==> config.mk <==
export PLATFORM = sky130hd
export DESIGN_NAME = percent_decoder
export DESIGN_NICKNAME = d
export VERILOG_FILES = /design/src/rtl/pctd_pkg.sv /design/src/rtl/percent_decoder.sv /design/src/rtl/pctd_front.sv /design/src/rtl/pctd_queue.sv /design/src/rtl/pctd_back.sv
export SDC_FILE = /design/constraint.sdc
export NUM_CORES = 1
export LEC_CHECK = 0
export BUFFER_PORTS_ARGS = -buffer_cell sky130_fd_sc_hd__buf_2
export CORE_MARGIN = 3
export CORE_UTILIZATION = 35
export CTS_CLUSTER_SIZE = 24
export DETAILED_ROUTE_END_ITERATION = 8
export PLACE_DENSITY = 0.62
export SLEW_MARGIN = 20
export SYNTH_ARGS = -nofsm -noshare
export SYNTH_HDL_FRONTEND = slang
export SYNTH_HIERARCHICAL = 1
export SYNTH_SLANG_ARGS = --single-unit
==> constraint.sdc <==
create_clock -name clk_i -period 4.23 [get_ports clk_i]
set_input_delay 0.423 -clock clk_i [delete_from_list [all_inputs] [get_ports clk_i]]
set_output_delay 0.423 -clock clk_i [all_outputs]
set_load 0.01 [all_outputs]
==> src/rtl/pctd_pkg.sv <==
// shared types, character codes and hex helpers for the percent decoder
`default_nettype none

package pctd_pkg;

  // character codes
  localparam logic [7:0] CharPercent = 8'h25;
  localparam logic [7:0] CharPlus    = 8'h2B;
  localparam logic [7:0] CharSpace   = 8'h20;
  localparam logic [7:0] CharZero    = 8'h30;
  localparam logic [7:0] CharNine    = 8'h39;
  localparam logic [7:0] CharUpperA  = 8'h41;
  localparam logic [7:0] CharUpperF  = 8'h46;
  localparam logic [7:0] CharLowerA  = 8'h61;
  localparam logic [7:0] CharLowerF  = 8'h66;

  // escape tracking phases
  localparam logic [1:0] PhaseIdle = 2'd0;
  localparam logic [1:0] PhasePct  = 2'd1;
  localparam logic [1:0] PhaseHex  = 2'd2;

  // one source character yields up to three decoded characters
  localparam int unsigned MaxBurst  = 3;
  localparam int unsigned BurstIdxW = $clog2(MaxBurst + 1);

  // queue between classifier and serializer
  localparam int unsigned QueueDepth = 2;
  localparam int unsigned QueuePtrW  = (QueueDepth > 1) ? $clog2(QueueDepth) : 1;
  localparam int unsigned QueueCntW  = $clog2(QueueDepth + 1);

  // decoded characters produced by one source character
  typedef struct packed {
    logic [BurstIdxW-1:0]     cnt;
    logic [MaxBurst-1:0][7:0] chars;
    logic                     last;
  } burst_t;

  // burst plus its valid flag, used on both sides of the queue
  typedef struct packed {
    logic   valid;
    burst_t burst;
  } burst_req_t;

  function automatic logic is_hex(logic [7:0] c);
    return ((c >= CharZero) && (c <= CharNine)) ||
           ((c >= CharUpperA) && (c <= CharUpperF)) ||
           ((c >= CharLowerA) && (c <= CharLowerF));
  endfunction

  // nibble of a character already known to be a hex digit
  function automatic logic [3:0] hex_val(logic [7:0] c);
    return (c <= CharNine) ? c[3:0] : (c[3:0] + 4'd9);
  endfunction

  // add one character to the end of a burst
  function automatic burst_t append(burst_t b, logic [7:0] ch);
    burst_t r;
    r = b;
    if (r.cnt != BurstIdxW'(MaxBurst)) begin
      r.chars[r.cnt] = ch;
      r.cnt          = r.cnt + BurstIdxW'(1);
    end
    return r;
  endfunction

endpackage

`default_nettype wire

==> src/rtl/percent_decoder.sv <==
// top level of the streaming URL percent decoder
//
// Input channel (in_valid_i / in_ready_o) takes one encoded character per item,
// with in_last_i set on the character that ends the string. Output channel
// (out_valid_o / out_ready_i) gives one decoded character per item, out_last_o
// marking the final character of the string. "%hh" becomes one byte, "+" a
// space, a broken or cut-off escape is passed through literally.
// With the queue and output register empty, the first result of an item is
// registered in the queue, then in the output register, before it is offered.
// Throughput: one input item per cycle while each item yields at most one
// result and the receiver takes every result; an item that yields two or
// three results occupies the output register once per result, since the
// serializer sends one character a cycle while the receiver is ready. A
// two-entry burst queue sits between the escape classifier and the
// serializer, so the input keeps flowing while a result waits.
// Reset clears the escape state, the queue and the output valid; the block
// takes items right out of reset. When the receiver stalls, the output holds
// its character, the queue fills, then in_ready_o drops.
`default_nettype none

module percent_decoder (
  input  wire logic       clk_i,
  input  wire logic       rst_ni,
  input  wire logic       in_valid_i,
  output logic            in_ready_o,
  input  wire logic [7:0] in_char_i,
  input  wire logic       in_last_i,
  output logic            out_valid_o,
  input  wire logic       out_ready_i,
  output logic [7:0]      out_char_o,
  output logic            out_last_o
);

  pctd_pkg::burst_req_t push;
  pctd_pkg::burst_req_t head;
  logic                 full;
  logic                 pop;

  // escape classification
  pctd_front u_front (
    .clk_i      (clk_i),
    .rst_ni     (rst_ni),
    .in_valid_i (in_valid_i),
    .in_ready_o (in_ready_o),
    .in_char_i  (in_char_i),
    .in_last_i  (in_last_i),
    .full_i     (full),
    .push_o     (push)
  );

  // burst queue
  pctd_queue u_queue (
    .clk_i  (clk_i),
    .rst_ni (rst_ni),
    .push_i (push),
    .full_o (full),
    .pop_i  (pop),
    .head_o (head)
  );

  // character serializer
  pctd_back u_back (
    .clk_i       (clk_i),
    .rst_ni      (rst_ni),
    .head_i      (head),
    .pop_o       (pop),
    .out_valid_o (out_valid_o),
    .out_ready_i (out_ready_i),
    .out_char_o  (out_char_o),
    .out_last_o  (out_last_o)
  );

endmodule

`default_nettype wire

==> src/rtl/pctd_front.sv <==
// front end: accepts source characters, tracks escapes and forms output bursts
`default_nettype none

module pctd_front (
  input  wire logic                clk_i,
  input  wire logic                rst_ni,
  input  wire logic                in_valid_i,
  output logic                     in_ready_o,
  input  wire logic [7:0]          in_char_i,
  input  wire logic                in_last_i,
  input  wire logic                full_i,
  output pctd_pkg::burst_req_t     push_o
);

  logic [1:0]       phase_q, phase_d;
  logic [7:0]       held_q, held_d;
  logic             accept;
  logic             c_hex;
  logic             fresh_pct;
  logic [7:0]       fresh_ch;
  pctd_pkg::burst_t b;

  assign in_ready_o = !full_i;
  assign accept     = in_valid_i && in_ready_o;

  // classification of the incoming character
  assign c_hex     = pctd_pkg::is_hex(in_char_i);
  assign fresh_pct = (in_char_i == pctd_pkg::CharPercent);
  assign fresh_ch  = (in_char_i == pctd_pkg::CharPlus) ? pctd_pkg::CharSpace : in_char_i;

  // escape decoding and end-of-string flush
  always_comb begin
    b       = '0;
    phase_d = phase_q;
    held_d  = held_q;
    unique case (phase_q)
      pctd_pkg::PhasePct: begin
        if (c_hex) begin
          held_d  = in_char_i;
          phase_d = pctd_pkg::PhaseHex;
        end else begin
          b       = pctd_pkg::append(b, pctd_pkg::CharPercent);
          phase_d = fresh_pct ? pctd_pkg::PhasePct : pctd_pkg::PhaseIdle;
          if (!fresh_pct) b = pctd_pkg::append(b, fresh_ch);
        end
      end
      pctd_pkg::PhaseHex: begin
        if (c_hex) begin
          b = pctd_pkg::append(b, {pctd_pkg::hex_val(held_q),
                                   pctd_pkg::hex_val(in_char_i)});
          phase_d = pctd_pkg::PhaseIdle;
        end else begin
          b       = pctd_pkg::append(b, pctd_pkg::CharPercent);
          b       = pctd_pkg::append(b, held_q);
          phase_d = fresh_pct ? pctd_pkg::PhasePct : pctd_pkg::PhaseIdle;
          if (!fresh_pct) b = pctd_pkg::append(b, fresh_ch);
        end
      end
      default: begin
        phase_d = fresh_pct ? pctd_pkg::PhasePct : pctd_pkg::PhaseIdle;
        if (!fresh_pct) b = pctd_pkg::append(b, fresh_ch);
      end
    endcase
    if (in_last_i) begin
      if (phase_d == pctd_pkg::PhasePct) begin
        b = pctd_pkg::append(b, pctd_pkg::CharPercent);
      end else if (phase_d == pctd_pkg::PhaseHex) begin
        b = pctd_pkg::append(b, pctd_pkg::CharPercent);
        b = pctd_pkg::append(b, held_d);
      end
      phase_d = pctd_pkg::PhaseIdle;
      held_d  = '0;
    end
    b.last = in_last_i;
  end

  // bursts with at least one character go to the queue
  assign push_o.valid = accept && (b.cnt != '0);
  assign push_o.burst = b;

  // escape state
  always_ff @(posedge clk_i or negedge rst_ni) begin
    if (!rst_ni) begin
      phase_q <= pctd_pkg::PhaseIdle;
      held_q  <= '0;
    end else if (accept) begin
      phase_q <= phase_d;
      held_q  <= held_d;
    end
  end

endmodule

`default_nettype wire

==> src/rtl/pctd_queue.sv <==
// short queue of decoded bursts between front end and serializer
`default_nettype none

module pctd_queue (
  input  wire logic                clk_i,
  input  wire logic                rst_ni,
  input  wire pctd_pkg::burst_req_t push_i,
  output logic                     full_o,
  input  wire logic                pop_i,
  output pctd_pkg::burst_req_t     head_o
);

  pctd_pkg::burst_t                   mem_q [pctd_pkg::QueueDepth];
  logic [pctd_pkg::QueuePtrW-1:0]     wr_q, rd_q;
  logic [pctd_pkg::QueueCntW-1:0]     cnt_q;
  logic                               do_push, do_pop;

  assign full_o       = (cnt_q == pctd_pkg::QueueCntW'(pctd_pkg::QueueDepth));
  assign head_o.valid = (cnt_q != '0);
  assign head_o.burst = mem_q[rd_q];

  assign do_push = push_i.valid && !full_o;
  assign do_pop  = pop_i && head_o.valid;

  // entry storage
  always_ff @(posedge clk_i) begin
    if (do_push) mem_q[wr_q] <= push_i.burst;
  end

  // pointers and fill count
  always_ff @(posedge clk_i or negedge rst_ni) begin
    if (!rst_ni) begin
      wr_q  <= '0;
      rd_q  <= '0;
      cnt_q <= '0;
    end else begin
      if (do_push) begin
        wr_q <= (wr_q == pctd_pkg::QueuePtrW'(pctd_pkg::QueueDepth - 1)) ?
                '0 : wr_q + pctd_pkg::QueuePtrW'(1);
      end
      if (do_pop) begin
        rd_q <= (rd_q == pctd_pkg::QueuePtrW'(pctd_pkg::QueueDepth - 1)) ?
                '0 : rd_q + pctd_pkg::QueuePtrW'(1);
      end
      if (do_push && !do_pop) begin
        cnt_q <= cnt_q + pctd_pkg::QueueCntW'(1);
      end else if (do_pop && !do_push) begin
        cnt_q <= cnt_q - pctd_pkg::QueueCntW'(1);
      end
    end
  end

endmodule

`default_nettype wire

==> src/rtl/pctd_back.sv <==
// back end: sends the characters of each burst one by one through an output register
`default_nettype none

module pctd_back (
  input  wire logic                 clk_i,
  input  wire logic                 rst_ni,
  input  wire pctd_pkg::burst_req_t head_i,
  output logic                      pop_o,
  output logic                      out_valid_o,
  input  wire logic                 out_ready_i,
  output logic [7:0]                out_char_o,
  output logic                      out_last_o
);

  logic [pctd_pkg::BurstIdxW-1:0] idx_q, idx_d;
  logic                           valid_q;
  logic [7:0]                     char_q;
  logic                           last_q;
  logic                           load;
  logic                           final_char;

  assign load       = head_i.valid && (!valid_q || out_ready_i);
  assign final_char = (idx_q == head_i.burst.cnt - pctd_pkg::BurstIdxW'(1));
  assign pop_o      = load && final_char;

  // position inside the head burst
  always_comb begin
    idx_d = idx_q;
    if (load) idx_d = final_char ? '0 : idx_q + pctd_pkg::BurstIdxW'(1);
  end

  // output valid and burst position
  always_ff @(posedge clk_i or negedge rst_ni) begin
    if (!rst_ni) begin
      valid_q <= 1'b0;
      idx_q   <= '0;
    end else begin
      idx_q <= idx_d;
      if (load) begin
        valid_q <= 1'b1;
      end else if (out_ready_i) begin
        valid_q <= 1'b0;
      end
    end
  end

  // output payload
  always_ff @(posedge clk_i) begin
    if (load) begin
      char_q <= head_i.burst.chars[idx_q];
      last_q <= head_i.burst.last && final_char;
    end
  end

  assign out_valid_o = valid_q;
  assign out_char_o  = char_q;
  assign out_last_o  = last_q;

endmodule

`default_nettype wire

Yosys cells after proc, flatten, opt, wreduce, memory -nomap -nowiden
Memory sizes are Yosys's and may differ from the RTL's. Cells that the tools add are included. Widths: inputs -> output; s select.

Word-level logic and storage cells: 146. Output and inout port bits: 11. Memory bits (writable): 54. Memories kept: 1. Bits of input ports: 13. Register bits after elaboration: 26.

Reduce and logical (&&, ||, !) cells: 28. Order comparisons: 18. Equal/unequal tests: 13. Mux-type cells: 61. $add $sub $neg: 13. Bitwise logic cells: 3.

Memories: u_queue.mem_q (depth 2, bits a word 27, read ports 1, clocked after memory_dff 0, write ports 1, RTL line pctd_queue.sv:13) `pctd_pkg::burst_t mem_q [pctd_pkg::QueueDepth];`.

Operators with widths (count): $mux 26 (11); $mux 27 (7); $mux 8 (13); $bwmux 24 (4); $demux 8 s2 (5); $pmux 27 s2 (1); $lt 2x3->1 const B (6); $mux 2 (9); $logic_and 1x1->1 (17); $bmux 8 s2 (1); $eq 8x6->1 const B (2); $ge 8x7->1 const B (2); $le 8x6->1 const B (2); $le 8x7->1 const B (2); $and 15x15->15 (1); $not 15->15 (1); $add 2x1->2 const B (7); $ge 2x1->1 const B (5); $ne 2x2->1 const B (5); $or 9x9->9 (1); $add 4x4->4 const B (2); $ge 8x6->1 const B (1); $mux 4 (2); $reduce_bool 2->1 (4); other kinds (9) (25).

Logic depth before layout (Yosys ltp)
Gate-level depths: netlist (run 1).

Depth after elaboration: 49. Mapped depth: 15. Gate-level depth less buffers: 13.

By module
Netlist (run 1), hierarchy kept.

By module, submodules not included: pctd_queue (cells each 103, area each 2248.4 um^2, times used 1, seq. area each 1721.7 um^2); pctd_front (cells each 222, area each 1664.1 um^2, times used 1, seq. area each 250.2 um^2); pctd_back (cells each 57, area each 636.9 um^2, times used 1, seq. area each 345.3 um^2).

Worst setup path before layout (run 1)
Ideal clock, no wire load.

Path kind: input to register. From: in in_char_i[7]. To: mem u_queue/mem_q[0][0] (netlist name), enable pin. Required time: 3819 ps. Arrival: 3163 ps. Slack: 656 ps. Stages: 9. Library setup time: 411 ps. Cell sequence: buf_6 or4b_1 buf_2 o21ai_0 o22a_1 o21ai_1 a31oi_1 nand2_1 nor2_1.

RTL lines: start, declared (RTL line percent_decoder.sv:26) `input wire logic [7:0] in_char_i,`; end, declared (RTL line pctd_queue.sv:13).

==> results of run 1 <==
==> critical path, delay by kind of cell, from the launching register on <==
kind                       cells  cell delay [ns]
buffers and inverters          3             0.63
DFF                            1             0.41
and+or+nand+nor                2             0.24
AOI/OAI and AO/OA              4             0.76
adders and majority gates      1             0.55
==> area by class of cell <==
cell class | instances | area [um2]
clock buffer | 10 | 229
fill | 1243 | 7590
timing repair buffer | 29 | 160
sequential | 80 | 2320
multi-input combinational | 262 | 2000
clock inverter | 6 | 92.6
inverter | 17 | 63.8
tap | 172 | 215
==> logic make-up after synthesis <==
kind of cell / after synthesis
DFF: 80
adders and majority gates: 10
buffers and inverters: 40
and+or+nand+nor: 106
AOI/OAI and AO/OA: 94
muxes: 40
xor gates and xnor gates: 12
==> sequential cells by signal (all words and copies together) (netlist names) <==
name,flops
u_queue/cnt_q,2
u_back/out_last_o,1
u_queue/mem_q,54
u_back/idx_q,2
u_queue/wr_q,1
u_queue/rd_q,1
u_back/out_char_o,8
u_front/held_q,8
u_front/phase_q,2
u_back/out_valid_o,1
==> report_power, final <==
part | switching, uW | leakage, uW | internal (uW)
registers | 127 | 0.000808 | 1110
logic | 443 | 0.000962 | 404
clock network | 300 | 0.000155 | 521
total | 870 | 0.00193 | 2040
==> cell usage in the layout, fill, tap and decap left out, types with 5 or more instances in the layout <==
master,n
buf_2,23
nand2b_1,8
a31oi_1,5
o21ai_0,10
inv_1,17
mux2_4,19
nand3_1,8
mux2_2,9
dfrtp_1,17
a21oi_1,11
o22ai_1,10
clkbuf_16,9
xor2_1,6
edfxtp_1,63
o21ai_1,9
nor2_1,13
ha_1,10
buf_4,6
xnor2_1,6
nand2_1,34
mux2i_1,12
==> per-layer routing <==
| layer | wire [um] | share of wire (%) |
|---|---|---|
| met5 | 0 | 0 |
| met4 | 155 | 1.5 |
| met3 | 452 | 4.5 |
| met2 | 4660 | 46 |
| met1 | 4880 | 48 |
==> how the worst max path moves through the flow <==
stage | startpoint | endpoint | slack [ns] | cells past startpoint
final | u_front/phase_q[0]$_DFFE_PN0P_ | u_queue/mem_q[0][23]$_DFFE_PP_ | 1.27 | 10
after global routing | u_front/phase_q[0]$_DFFE_PN0P_ | u_queue/mem_q[0][5]$_DFFE_PP_ | 1.04 | 10
after CTS | u_front/phase_q[0]$_DFFE_PN0P_ | u_queue/mem_q[0][5]$_DFFE_PP_ | 1.29 | 10
after detailed placement | in_char_i[7] | u_queue/mem_q[0][3]$_DFFE_PP_ | 1.11 | 9
after global placement | in_char_i[7] | u_queue/mem_q[0][19]$_DFFE_PP_ | 1.16 | 9
after floorplan | in_char_i[7] | u_queue/mem_q[0][0]$_DFFE_PP_ | 0.66 | 9
==> stage by stage <==
step	instance area [um2]	total power, uW	instances	hold WS (ns)	setup slack [ns]
after global placement	4760	2090	560	0.368	1.16
final	5080	2910	576	0.0199	1.27
after floorplan	4550	1940	382	0.127	0.656
after detailed placement	4760	2110	560	0.382	1.11
after global routing	5080	3070	576	0.0525	1.04
after CTS	5080	2940	576	0.0252	1.29
==> flow_metrics.tcl, run 1 <==
set metrics [dict create \
    run_status "finished, final reports clean" \
    clock_sink_count 80 \
    crit_path_start_kind "flip-flop" \
    crit_type "flip-flop to flip-flop" \
    worst_ep_required_time_ns 4.22 \
    n_antenna_cell 0 \
    delay_of_the_slowest_cell_on_the_worst_path_ns 0.55 \
    setup_viol 0 \
    path_cells "inv_1 > ha_1 > inv_1 > o21ai_0 > o22a_1 > o21ai_1 > a31oi_1 > nand2_1 > nor2_2 > buf_4" \
    ys_seq_area_share_pct 50.9 \
    gpl.final_weighted_congestion 0.923 \
    fin_skew_ns 0.00608 \
    maximum_buffer_depth_of_the_clock_tree 2 \
    synth_common_cells "63 x edfxtp_1, 34 x nand2_1, 19 x mux2_4, 17 x dfrtp_1, 17 x inv_1" \
    core_area_mm2 0.0127 \
    yosysTopAreaCell "edfxtp_1" \
    synth_simple_gate_area_share_pct 12.9 \
    clk_transition_reported_paths_ns 0.06 \
    post_cts.repair.setup_buffers 0 \
    power.density_mw_per_mm2 572 \
    start_util_pct 35.9 \
    num-nets-final 422 \
    yosys_most_used_dff "edfxtp_1" \
    first_global_vias 3006 \
    tns_ns 0 \
    synth_top_area_share_pct 41.6 \
    cell_with_the_most_instances_after_synthesis "edfxtp_1" \
    global_route.overflow_total 0 \
    gr-max-usage-layer "met2" \
    grtUsageMet3_pct 2.21 \
    chipHeight_um 120 \
    post_layout_util_pct 40.1 \
    synthXorXnorAreaFrac_pct 2.31 \
    residual_antenna_violating_net_count_after_detailed_routing 0 \
    number_of_vias_after_detailed_routing 3128 \
    synthMuxAreaShare_pct 11.1 \
    worstHoldPathType "input pin to async pin" \
    cts_tree "built" \
    reg2reg_depth 10 \
    track_usage_pct 14.4 \
    synthAdderAreaFrac_pct 2.75 \
    finalHoldViolCount 0 \
    r2r_setup_slack_ns 1.27 \
    max_slew_margin_pct 52.4 \
    ys_types 71 \
    htree_num_levels 3 \
    final_period_minus_worst_setup_slack_ns 2.96 \
    critical-path-slowest-cell "ha_1" \
    ctsResizeCount 0 \
    grt_antenna_before_repair 0 \
    cap_viol_max_count 0 \
    cp_max_fo 27 \
    drive_above_1_share_pct 22.3 \
    compound_cell_area_share_of_the_yosys_netlist_pct 14.8 \
    ctsRootBufferMaster "clkbuf_16" \
    grt_max_degree 29 \
    drt_pass1_iterations 5 \
    yosys_warnings 6 \
    numCtsBuffers 9 \
    hold_buffers 0 \
    netlist_area_mm2 0.00455 \
    detail_route.drc_violations 0 \
    leakage_uw 0.00193 \
    port_buffers 23 \
    min_period_over_period_pct 69.9 \
    worstMarginPinSlew_ns 0.714 \
    asyncSetResetFlopFracSynth_pct 21.3 \
    max_clock_freq_mhz 338 \
    netlist_top_cells_area "edfxtp_1 42%, dfrtp_1 9.4%, mux2_4 6.3%" \
    critical-path-top-cell-by-count "inv_1" \
    synth_top_family_by_area "compound AO/OA/AOI/OAI gates" \
    ir_worst_vdd_uv 241 \
    grt_pass1_wl_um 16300 \
    wl_per_cell_um 17.6 \
    fp.dieW_um 120 \
    synth-seq-cells 80 \
    finalWirelength_um 10200 \
    postSynthAreaPerCell_um2 11.9 \
    detail_route.iter0.violations 218 \
    grt.met2_usage_pct 22.5 \
    synth_nets 405 \
    crit-reg2reg-capture "u_queue/mem_q[0][23]$_DFFE_PP_" \
    routed_via_density 5.43 \
    grt_use_met1_pct 20.5 \
    slew_viol_final 0 \
    placement_rows 41 \
    grt_setup_unrepaired "false" \
    die_area_mm2 0.0144 \
    crit_arrival_ns 2.95 \
    critPathCaptureType "flip-flop" \
    syn_to_final_growth_pct 11.6 \
    syn-instance-count 382 \
    detailed_place_hpwl_um 7140 \
    synth-edff-count 63 \
    r2r_start "u_front/phase_q[0]$_DFFE_PN0P_" \
    floorplan.io_pins 24 \
    clkLatencyLatePin_ns 0.33 \
]
(Power assumes the default switching activity.)
==> run 2, diff against run 1 <==
--- a/config.mk
+++ b/config.mk
@@ -5,6 +5,7 @@
 export SDC_FILE = /design/constraint.sdc
 export NUM_CORES = 1
 export LEC_CHECK = 0
+export ABC_AREA = 1
 export BUFFER_PORTS_ARGS = -buffer_cell sky130_fd_sc_hd__buf_2
 export CORE_MARGIN = 3
 export CORE_UTILIZATION = 35
==> constraint.sdc (replaced) <==
create_clock -name clk_i -period 2.98 [get_ports clk_i]
set_input_delay 0.298 -clock clk_i [delete_from_list [all_inputs] [get_ports clk_i]]
set_output_delay 0.298 -clock clk_i [all_outputs]
set_load 0.01 [all_outputs]
==> flow_metrics.tcl, run 2 <==
set metrics [dict create \
    run_status "finished, final reports clean" \
    switchingPower_uw 1460 \
    syn_to_final_growth_pct 13.0 \
    grt_pass1_wl_um 17600 \
    port_buffers 23 \
    ir_worst_vdd_uv 301 \
    ctsRootBufferMaster "clkbuf_16" \
    first_global_vias 3376 \
    core_area_mm2 0.0123 \
    synth-seq-cells 80 \
    postSynthAreaPerCell_um2 8.96 \
    number_of_inserted_filler_cells_in_the_final_layout 1245 \
    placed_cells 684 \
    detail_route.iter0.violations 269 \
    synth_simple_gate_area_share_pct 27.5 \
    die_area_mm2 0.0143 \
    track_usage_pct 15.8 \
    finalWirelength_um 10900 \
    crit_arrival_ns 2.69 \
    most-common-layout-cells "144 x nand2_1, 63 x edfxtp_1, 47 x inv_1, 35 x nand3_1, 27 x o21ai_0" \
    routed.top_layer "met4" \
    max_clock_freq_mhz 376 \
    synth_top_area_share_pct 42.0 \
    yosys_warnings 6 \
    grt_antenna_before_repair 0 \
    drt_pass1_iterations 5 \
    fin_skew_ns 0.00533 \
    ys_seq_area_share_pct 51.4 \
    synthMuxAreaShare_pct 0.222 \
    critical-path-top-cell-by-count "inv_1" \
    path_cells "inv_1 > ha_1 > nor2_1 > inv_1 > o21ai_2 > inv_2 > nand2_2 > nand3_1 > nand3_1 > nand2_1 > inv_1 > inv_1 > nor2_4 > nand2_2 > inv_1 > buf_12" \
    tns_ns 0 \
    finish.cell_count_without_fillers 701 \
    worstMarginPinSlew_ns 0.832 \
    final_period_minus_worst_setup_slack_ns 2.66 \
    netlist_area_mm2 0.00451 \
    clock_sink_count 80 \
    placement_rows 40 \
    routed_via_density 5.02 \
    seqPwrFrac_pct 41.4 \
    critical-path-slowest-cell "ha_1" \
    yosysTopAreaCell "edfxtp_1" \
    power.share.switching_pct 36.0 \
    synth_nets 526 \
    cell_with_the_most_instances_after_synthesis "nand2_1" \
    p_int_uw 2590 \
    clockPowerShare_pct 27.9 \
    n_antenna_cell 0 \
    hold_buffers 1 \
    floorplan.io_pins 24 \
    delay_of_the_slowest_cell_on_the_worst_path_ns 0.38 \
    finalHoldViolCount 0 \
    detail_route.drc_violations 0 \
    residual_antenna_violating_net_count_after_detailed_routing 0 \
    synthXorXnorAreaFrac_pct 1.36 \
    met2_length_um 5300 \
    final_common_cell "nand2_1" \
    worstHoldPathType "input pin to flip-flop" \
    synth_top_family_by_area "simple AND/OR/NAND/NOR gates" \
    min_period_over_period_pct 89.1 \
    post_cts.repair.setup_buffers 0 \
    setup_viol 0 \
    syn-instance-count 503 \
    htree_num_levels 3 \
    grt_setup_unrepaired "false" \
    p_comb_share_pct 30.7 \
    ys_types 40 \
    compound_cell_area_share_of_the_yosys_netlist_pct 8.94 \
    crit_type "flip-flop to flip-flop" \
    wirelength_met1_um 4990 \
    slew_viol_final 0 \
    leakage_uw 0.00216 \
    met3_wirelength_um 470 \
    global_route.overflow_total 0 \
    crit_path_start_kind "flip-flop" \
    critical-path-top-delay-family "buffers and inverters" \
    fp.dieW_um 119 \
    maximum_buffer_depth_of_the_clock_tree 2 \
    clk_transition_reported_paths_ns 0.06 \
    synthAdderAreaFrac_pct 2.78 \
    chipHeight_um 119 \
    yosys_most_used_dff "edfxtp_1" \
    number_of_vias_after_detailed_routing 3519 \
    grt_max_degree 28 \
    start_util_pct 36.6 \
    cap_viol_max_count 0 \
    detailed_place_hpwl_um 7940 \
    wl_per_cell_um 15.6 \
    synth_common_cells "144 x nand2_1, 63 x edfxtp_1, 47 x inv_1, 35 x nand3_1, 27 x o21ai_0" \
    cp_max_fo 27 \
    cts_tree "built" \
    synth-edff-count 63 \
    critical_path_buf_inv_count 7 \
    netlist_top_cells_area "edfxtp_1 42%, nand2_1 12%, dfrtp_1 9.4%" \
    ctsResizeCount 0 \
    clkLatencyLatePin_ns 0.33 \
    max_slew_margin_pct 44.3 \
    asyncSetResetFlopFracSynth_pct 21.3 \
    largest_reg_flops 54 \
    num-nets-final 551 \
    drive_above_1_share_pct 18.2 \
    power.density_mw_per_mm2 795 \
    gpl.final_weighted_congestion 0.902 \
    critPathCaptureType "flip-flop" \
    numCtsBuffers 9 \
    worst_ep_required_time_ns 3.01 \
    largest_register "u_queue/mem_q" \
]
==> run 2: cell count changes after synthesis, moves of 7 or more <==
cell,previous run,this run
mux2_4,19,0
nand4_1,2,13
mux2i_1,12,1
nor2_1,14,26
o21ai_0,10,27
inv_2,0,9
nand3_1,8,35
nand2b_1,8,0
nand2_2,1,21
nand2_1,34,144
inv_1,17,47
clkbuf_1,10,3
mux2_2,9,0
==> run 2: area by class of cell <==
class / count / area, um2 / share of cell area (%)
clock inverters: 7 / 85.1 / 1.67
multi-input cells: 349 / 1840 / 36.2
clock buffers: 9 / 225 / 4.42
flip-flops and latches: 80 / 2320 / 45.5
inverters: 58 / 219 / 4.30
well taps: 168 / 210 / 4.13
repair buffers: 30 / 195 / 3.83
==> run 2: kinds of logic after synthesis <==
logic type,count (synthesis)
xor gates and xnor gates,7
adders and majority gates,10
buffers and inverters,74
and+or+nand+nor,260
muxes,1
DFF,80
AOI/OAI and AO/OA,71
==> run 2: power groups by stage <==
stage	clock, uW	combinational [uW]	sequential [uW]
finish	1130	1240	1680
global route	1200	1410	1710
CTS	1160	1250	1680
detailed placement	0	1240	1700
global placement	0	1220	1700
floorplan	0	951	1670
==> run 2: final timing paths <==
| path | from | end | slack (ns) | cells past startpoint |
|---|---|---|---|---|
| worst min register to register | u_queue/cnt_q[1]$_DFFE_PN0P_ | u_queue/cnt_q[1]$_DFFE_PN0P_ | 0.47 | 2 |
| min in group asynchronous | rst_ni | u_queue/cnt_q[0]$_DFFE_PN0P_ | 0.43 | 2 |
| worst max-delay path | u_front/phase_q[1]$_DFFE_PN0P_ | u_queue/mem_q[0][2]$_DFFE_PP_ | 0.32 | 16 |
| worst min-delay path | out_ready_i | u_back/out_valid_o$_DFFE_PN0P_ | 0.29 | 4 |
| max in group asynchronous | rst_ni | u_front/phase_q[1]$_DFFE_PN0P_ | 2.26 | 2 |
| worst max register to register | u_front/phase_q[1]$_DFFE_PN0P_ | u_queue/mem_q[0][2]$_DFFE_PP_ | 0.32 | 16 |
==> run 2: worst min-delay path: stages <==
cell and delay (ns):
buf_2 0.07, inv_1 0.03, nand2_1 0.11, nand2_1 0.07
==> run 2: metrics by stage <==
stage / util (%) / power, uW / setup slack [ns] / hold slack, ns / instance area, um2
after floorplan: - / 2620 / 0.135 / 0.00241 / 4510
after global placement: 38.8 / 2920 / 0.312 / 0.258 / 4770
after detailed placement: 38.8 / 2940 / 0.217 / 0.258 / 4770
after CTS: 41.4 / 4090 / 0.350 / 0.284 / 5090
after global routing: 41.4 / 4310 / 0.0965 / 0.329 / 5090
final: 41.4 / 4050 / 0.323 / 0.295 / 5090
==> run 2: layer usage <==
layer | vias to the layer above | track usage (%)
met3 | 19 | 3.32
li1 | 1736 | -
met5 | - | 0
met1 | 1658 | 20.5
met4 | 0 | 4.44
met2 | 106 | 26.7
==> run 3, diff against run 2 <==
--- a/config.mk
+++ b/config.mk
@@ -8,10 +8,10 @@
 export ABC_AREA = 1
 export BUFFER_PORTS_ARGS = -buffer_cell sky130_fd_sc_hd__buf_2
 export CORE_MARGIN = 3
-export CORE_UTILIZATION = 35
+export CORE_UTILIZATION = 55
 export CTS_CLUSTER_SIZE = 24
 export DETAILED_ROUTE_END_ITERATION = 8
-export PLACE_DENSITY = 0.62
+export PLACE_DENSITY = 0.84
 export SLEW_MARGIN = 20
 export SYNTH_ARGS = -nofsm -noshare
 export SYNTH_HDL_FRONTEND = slang
==> flow_metrics.tcl, run 3 (synthesis results as in run 2) <==
set metrics [dict create \
    run_status "finished, final reports clean" \
    floorplan.io_pins 24 \
    reg2reg_depth 14 \
    htree_num_levels 3 \
    ctsRootBufferMaster "clkbuf_8" \
    port_buffers 23 \
    die_area_mm2 0.00932 \
    ir_worst_vdd_uv 349 \
    routed_via_density 5.70 \
    grt_antenna_before_repair 0 \
    clock_sink_count 80 \
    largest_reg_flops 54 \
    detailed_place_hpwl_um 7730 \
    tns_ns 0 \
    ctsResizeCount 0 \
    core_area_mm2 0.00785 \
    n_antenna_cell 0 \
    clk_transition_reported_paths_ns 0.09 \
    min_path_cells 4 \
    worstHoldPathType "input pin to flip-flop" \
    placement_rows 32 \
    gpl.final_weighted_congestion 0.936 \
    chipHeight_um 96.5 \
    worst_ep_required_time_ns 3.02 \
    finalInstanceArea_mm2 0.00494 \
    num-nets-final 552 \
    slew_viol_final 0 \
    r2r_start "u_front/phase_q[0]$_DFFE_PN0P_" \
    detail_route.iter0.violations 395 \
    grt_max_degree 29 \
    final_common_cell "nand2_1" \
    crit_arrival_ns 2.65 \
    fp.dieW_um 96.5 \
    drive_above_1_share_pct 18.4 \
    post_cts.repair.setup_buffers 0 \
    cts_tree "built" \
    fin_skew_ns 0.0133 \
    number_of_vias_after_detailed_routing 3623 \
    worstMarginPinSlew_ns 0.509 \
    first_global_vias 3467 \
    crit_path_start_kind "flip-flop" \
    max_clock_freq_mhz 383 \
    leakage_uw 0.00213 \
    cp_max_fo 27 \
    min_period_over_period_pct 87.7 \
    r2r_setup_slack_ns 0.37 \
    start_util_pct 57.4 \
    crit_type "flip-flop to flip-flop" \
    power.density_mw_per_mm2 771 \
    setup_viol 0 \
    largest_register "u_queue/mem_q" \
    max_slew_margin_pct 66.0 \
    final_period_minus_worst_setup_slack_ns 2.61 \
    syn_to_final_growth_pct 9.55 \
    detail_route.drc_violations 0 \
    min_to "u_back/out_valid_o$_DFFE_PN0P_" \
    numCtsBuffers 9 \
    p_total_uw 3810 \
    most-common-layout-cells "144 x nand2_1, 63 x edfxtp_1, 47 x inv_1, 35 x nand3_1, 27 x o21ai_0" \
    cap_viol_max_count 0 \
    finalWirelength_um 10600 \
    postPlaceCellArea_mm2 0.00470 \
    post_layout_util_pct 62.9 \
    maximum_buffer_depth_of_the_clock_tree 2 \
    drt_pass1_iterations 5 \
    hold_path_start "out_ready_i" \
    wl_per_cell_um 16.7 \
    critPathCaptureType "flip-flop" \
    residual_antenna_violating_net_count_after_detailed_routing 0 \
    grt_setup_unrepaired "false" \
    global_route.overflow_total 0 \
    finalHoldViolCount 0 \
    grt_pass1_wl_um 17200 \
    crit-reg2reg-capture "u_queue/mem_q[1][4]$_DFFE_PP_" \
    track_usage_pct 24.4 \
    clkLatencyLatePin_ns 0.34 \
]
run 3: cell types whose count changed in the layout (fill, tap and decap cells not counted), sizes merged:
cell / previous run / this run
buf: 29 / 30
clkinvlp: 2 / 1
inv: 60 / 57
bufinv: 1 / 2
clkinv: 2 / 5
run 3: power by group:
part / internal, uW / switching, uW
clock: 482 / 410
combinational: 396 / 856
sequential: 1530 / 138
run 3: area by class of cell:
| cell class | count | area (um2) |
|---|---|---|
| clock buffer | 9 | 124 |
| clock inverter | 7 | 105 |
| fill | 655 | 2910 |
| inverter | 58 | 219 |
| multi-input combinational | 349 | 1840 |
| sequential | 80 | 2320 |
| tap | 102 | 128 |
| timing repair buffer | 31 | 203 |
run 3: layer usage:
layer  part of all wire (%)  wire length (um)  track usage, %
met5                      0                 0               0
met4                    2.1               225            7.83
met3                    6.5               690            4.49
met2                     50              5350            41.3
met1                     41              4360            31.7
run 3: worst max-delay path by stage:
stage	slack [ns]	cells after the start	endpoint	from
floorplan	0.13	12	u_queue/mem_q[1][0]$_DFFE_PP_	u_front/phase_q[0]$_DFFE_PN0P_
global placement	0.38	17	u_queue/mem_q[0][24]$_DFFE_PP_	in_char_i[1]
detailed placement	0.32	18	u_queue/mem_q[0][24]$_DFFE_PP_	in_char_i[1]
CTS	0.41	14	u_queue/mem_q[1][4]$_DFFE_PP_	u_front/phase_q[0]$_DFFE_PN0P_
global route	0.18	14	u_queue/mem_q[1][2]$_DFFE_PP_	u_front/phase_q[0]$_DFFE_PN0P_
finish	0.37	14	u_queue/mem_q[1][4]$_DFFE_PP_	u_front/phase_q[0]$_DFFE_PN0P_
run 3: critical path, cell delays in order, from the launching register on:
cell,delay [ns]
dfrtp_1,0.39
inv_1,0.07
ha_1,0.34
nor2_1,0.14
inv_1,0.07
o21ai_2,0.22
inv_2,0.09
nand2_2,0.09
nand3_1,0.12
nand3_1,0.11
nand2_1,0.06
inv_1,0.07
o21ai_0,0.15
nor2_2,0.17
buf_12,0.20
run 3: timing repair:
action / in CTS / in global routing
endpoints found under the setup margin: 0 / 0
endpoints found under the hold margin: 17 / 0
hold buffers: 1 / 0
run 3: metrics by stage:
stage	instances	worst slack, ns	hold WS [ns]
finish	636	0.366	0.302
global route	636	0.178	0.310
CTS	636	0.405	0.244
detailed placement	619	0.317	0.244
global placement	619	0.384	0.242
floorplan	503	0.135	0.00241
